<file path="src/hw/rtl/bms_pkg.sv">
`default_nettype none
// ----------------------------------------------------------------------------
// bms_pkg: shared types and codes for the bracket match stack
// Holds the transfer payload structs, status and kind codes, and the
// per-cycle control handed along the row of stack cells.
// ----------------------------------------------------------------------------
package bms_pkg;

	localparam int KindW  = 2;
	localparam int LineW  = 20;
	localparam int ColW   = 16;
	localparam int DepthW = 9;

	typedef enum logic {
		MODE_OPEN  = 1'b0,
		MODE_CLOSE = 1'b1
	} mode_t;

	typedef enum logic [1:0] {
		ST_OK       = 2'd0,
		ST_EMPTY    = 2'd1,
		ST_MISMATCH = 2'd2,
		ST_FULL     = 2'd3
	} status_t;

	// Kind code for no known bracket; an unknown open on top matches any close
	localparam logic [KindW-1:0] KIND_UNKNOWN = 2'd3;

	typedef struct packed {
		logic              mode;
		logic [KindW-1:0]  kind;
		logic [LineW-1:0]  src_line;
		logic [ColW-1:0]   src_col;
	} item_t;

	typedef struct packed {
		logic [1:0]        status;
		logic [KindW-1:0]  expected_kind;
		logic [LineW-1:0]  expected_line;
		logic [ColW-1:0]   expected_col;
		logic [DepthW-1:0] depth;
	} result_t;

	// Shift control for every cell in the row
	typedef struct packed {
		logic push;
		logic pop;
	} shift_ctl_t;

endpackage
`default_nettype wire

</file>
<file path="src/hw/rtl/bms_cell.sv">
`default_nettype none
// ----------------------------------------------------------------------------
// bms_cell: one stack entry
// Takes the entry above it on a push, the entry below it on a pop, and
// holds otherwise.
// ----------------------------------------------------------------------------
module bms_cell
	import bms_pkg::*;
#(
	parameter int EntryW = 38
) (
	input  wire logic              clk,
	input  wire shift_ctl_t        ctl,
	input  wire logic [EntryW-1:0] upper,
	input  wire logic [EntryW-1:0] lower,
	output logic      [EntryW-1:0] entry
);

	logic [EntryW-1:0] entry_q;

	// Shift toward the bottom on push, toward the top on pop
	always_ff @(posedge clk) begin
		if (ctl.push) begin
			entry_q <= upper;
		end else if (ctl.pop) begin
			entry_q <= lower;
		end
	end

	assign entry = entry_q;

endmodule
`default_nettype wire

</file>
<file path="config.mk">
export PLATFORM = sky130hd
export DESIGN_NAME = bms_cell
export DESIGN_NICKNAME = d
export VERILOG_FILES = /design/src/hw/rtl/bms_pkg.sv /design/src/hw/rtl/bms_cell.sv
export SDC_FILE = /design/constraint.sdc
export NUM_CORES = 1
export LEC_CHECK = 0
export BUFFER_PORTS_ARGS = -buffer_cell sky130_fd_sc_hd__buf_4
export CAP_MARGIN = 10
export CORE_MARGIN = 2
export CORE_UTILIZATION = 40
export CTS_BUF_LIST = sky130_fd_sc_hd__clkbuf_8
export CTS_CLUSTER_DIAMETER = 40
export CTS_CLUSTER_SIZE = 16
export DETAILED_ROUTE_END_ITERATION = 8
export GPL_TIMING_DRIVEN = 0
export PLACE_DENSITY = 0.79
export SLEW_MARGIN = 5
export SYNTH_ARGS = -nofsm -noshare
export SYNTH_HDL_FRONTEND = slang
export SYNTH_SLANG_ARGS = --single-unit
</file>
<file path="constraint.sdc">
create_clock -name clk -period 5.4 [get_ports clk]
set_clock_uncertainty 0.1 [all_clocks]
set_input_delay 0.81 -clock clk [delete_from_list [all_inputs] [get_ports clk]]
set_output_delay 0.81 -clock clk [all_outputs]
set_load 0.005 [all_outputs]
</file>
# After elaboration in Yosys (flattened, before gate mapping)
# Index checks and enable logic that the tools add are counted.
# totals
register_bits,38
input_bits,79
output_inout_bits,38
elab_cells,4
# op_classes
muxes,2
n_reduce_logical,1
# op_table
cell,n
38-bit 2-to-1 mux,2
2-bit nonzero test,1

# Logic depth before layout (Yosys ltp)
# depth
ltp_word,2
ltp_mapped,3
mapped_depth_nobuf,1

# Least setup slack after synthesis
# No wires, ideal clock.
# synth_timing
kind,input to register
startpoint,input port ctl[1] (netlist name)
endpoint,"register entry_q[0], in the netlist entry[0], enable pin"
setup_ns,0.397
arrival_ns,1.990
required_ns,4.903
setup_slack_ns,2.913
path_stages,3
n_path_buf,2
path_cell_list,buf_6 > buf_6 > or2_1
# synth_via
elab_chain_len,1
# synth_rtl
item,line_no,rtl
from (decl),bms_cell.sv:13,"input wire shift_ctl_t ctl,"
2-bit nonzero test (no line),-,
to (signal assigned),bms_cell.sv:24,entry_q <= upper;
to (signal assigned),bms_cell.sv:26,entry_q <= lower;
to (decl),bms_cell.sv:19,logic [EntryW-1:0] entry_q;
# Every way passes these cells.
# A chain may end at the register's enable or synchronous reset.

# Worst setup path after layout
# layout_timing
startpoint,input port ctl[1] (netlist name)
endpoint,"register entry_q[35], in the netlist entry[35], enable pin"
# The elaborated chain is that of the path after synthesis.

==> results.md <==
* YS warnings at 0
* Fin. max-slew vios at 0
* Largest cells by area after synthesis: edfxtp_1, mux2_2, mux2_4, buf_6, buf_4
* Top_reg_cell synth: edfxtp_1
* Tcrit/Tclk final at between 30 and 40%
* PortBufs at 115
* DP Cell Count at ~250
* F_max at 497.5 MHz
* RSZ-0062 raised after global routing: no
* Global-route wire length before repair at ~5100 um
* Fin. Hold Viols at 0
* Leakage at approximately 1.2 nW
* GP Congestion at ~0.64
* Vias in the first global route at 1053
* H-Tree Depth at 2
* Row count at 23
* Initial Utilization at 41.46%
* Syn Nets at between 150 and 200
* Sequential fraction of the synthesis area at a little under 70%
* Clk root buf: clkbuf_8
* # clock sinks at 38
* VDD IR max at 0.0001279 V
* Most frequent cell after synthesis: edfxtp_1
* Total negative slack at 0 ns
* Postcts setup bufs at 0
* Post-synthesis cell count at 81
* Routed via count at around 1.2k
* # fillers at around 310
* Num CTS Buffers at 5
* Total routed wirelength at 3828 um
* Share of layout cells above drive strength 1 at around 80%
* Crit Path Max Fanout at 38
* Final ANT Viol Nets at 0
* CTS Buffer Depth at 2
* Detailed Place HPWL at ~3000 um
* Number of flip-flops in the largest register at 38
* Worst Path Required at around 5.2 ns
* Max-cap violations at 0
* Yosys top cell area share at 69.30%
* Die height at between 60 and 70 um
* Count of cell types in the netlist at 6
* DR iter-0 viols at 39
* Hold-fix buffer count after cts at 0
* Post-layout min period at around 2.0 ns
* Post-synth EDFFs at 38
* Status: finished clean
* Core area at approximately 4000 um2
* Count of cells resized by post-cts repair at 0
* Fin worst setup slack at ~3.4 ns
* DP Worst Slack at 3.061 ns
* Reg clk slew, reported paths at 0.07 ns
* Pwr per Cell Area at approximately 260 nW/um2
* CTS tree: yes
* Worst EP arrival at approximately 1.8 ns
* Fin nets at ~280
* Mean Syn Cell Area at about 20 um2
* DRC viols at 0
* Relative slew margins at between 40 and 50%
* Ports at between 100 and 150
* Non-Filler Instances at ~250
* Worst Path Class, Setup: input pin to flop
* GR Overflow Total at 0
* Die Wd at around 68 um
* Final Setup Violations at 0
* Synthesis-to-layout area growth at 61.17%
* Wire per inst at roughly 15 um
* Vias per inst at 4.531
* Worst Tran Pin Value at between 0.8 and 0.9 ns
* Tot GR Track Use at between 10% and 20%
* Initial antenna violation count at 0
* Largest net degree at the start of global routing at 39
* Kind of path behind the tightest hold check: input pin to flop
* First-pass DRT Iterations at 2
* Cell taking the most area after synthesis: edfxtp_1
* CP startpoint kind: input pin
* Top post-synthesis cells by count: edfxtp_1, mux2_2, mux2_4
* Seq cells post-synth at 38
* Netlist Area Pre-Place at roughly 1600 um2
* Die area at between 4000 and 5000 um2
* Crit end category: flop
* Async SR Flop Fraction at 0%
* Diodes inserted at 0
per-layer routing:
layer,global-route usage (%),routed length (um),up-vias
li1,-,-,560
met1,16.11,1281,508
met2,29.00,1941,76
met3,6.908,551,7
met4,6.750,53,0
met5,0,0,-
report_power, final:
part           leakage (nW)  total [mW]  switching (mW)  internal [mW]
clock network        0.0468       0.178          0.0918         0.0867
logic                 0.764       0.137          0.0408         0.0961
registers             0.387       0.371         0.00840          0.362
total                  1.20       0.686           0.141          0.545
through the flow:
step	power, mW	instance area [um2]	util [%]	hold slack, ns
5_1_grt	0.7171	2654	66.82	0.7081
3_5_place_dp	0.5164	2572	64.78	1.014
2_1_floorplan	0.4190	1647	-	0.9275
3_3_place_gp	0.5126	2572	64.78	1.011
4_1_cts	0.6952	2654	66.82	0.7097
6_report	0.6861	2654	66.82	0.7206
worst max-delay path, stage by stage:
cell and delay, ns:
buf_6 0.13, buf_6 0.18, or2_2 0.69
placed cells by master (no fill, tap or decap):
cell type | synthesis | final
buf_4 | 2 | 117
buf_6 | 2 | 2
clkbuf_8 | 0 | 5
clkinv_1 | 0 | 1
clkinv_2 | 0 | 1
edfxtp_1 | 38 | 38
inv_1 | 0 | 1
mux2_2 | 29 | 29
mux2_4 | 9 | 9
or2_2 | 0 | 1
layout make-up:
| class | instances | area (um2) | share of cell area, % |
|---|---|---|---|
| Buffer | 4 | 37.54 | 1.414 |
| Clock buffer | 5 | 68.82 | 2.593 |
| Clock inverter | 3 | 12.51 | 0.4715 |
| Multi-Input combinational cell | 39 | 467.9 | 17.63 |
| Sequential cell | 38 | 1141 | 43.00 |
| Tap cell | 50 | 62.56 | 2.357 |
| Timing Repair Buffer | 115 | 863.3 | 32.53 |
final timing paths:
kind	from	end	slack (ns)	cells after the start
max	ctl[1]	entry[35]	3.39	3
min	lower[1]	entry[1]	0.72	2
kinds of logic (layout without fill, tap and decap cells):
kind of cell / count (synthesis) / in the layout / synth area share [%]
buffers and inverters: 4 / 127 / 2.279
flip-flops: 38 / 38 / 69.30
multiplexers: 38 / 38 / 28.04
AND/OR/NAND/NOR: 1 / 1 / 0.3802
(Power assumes the default switching activity.)
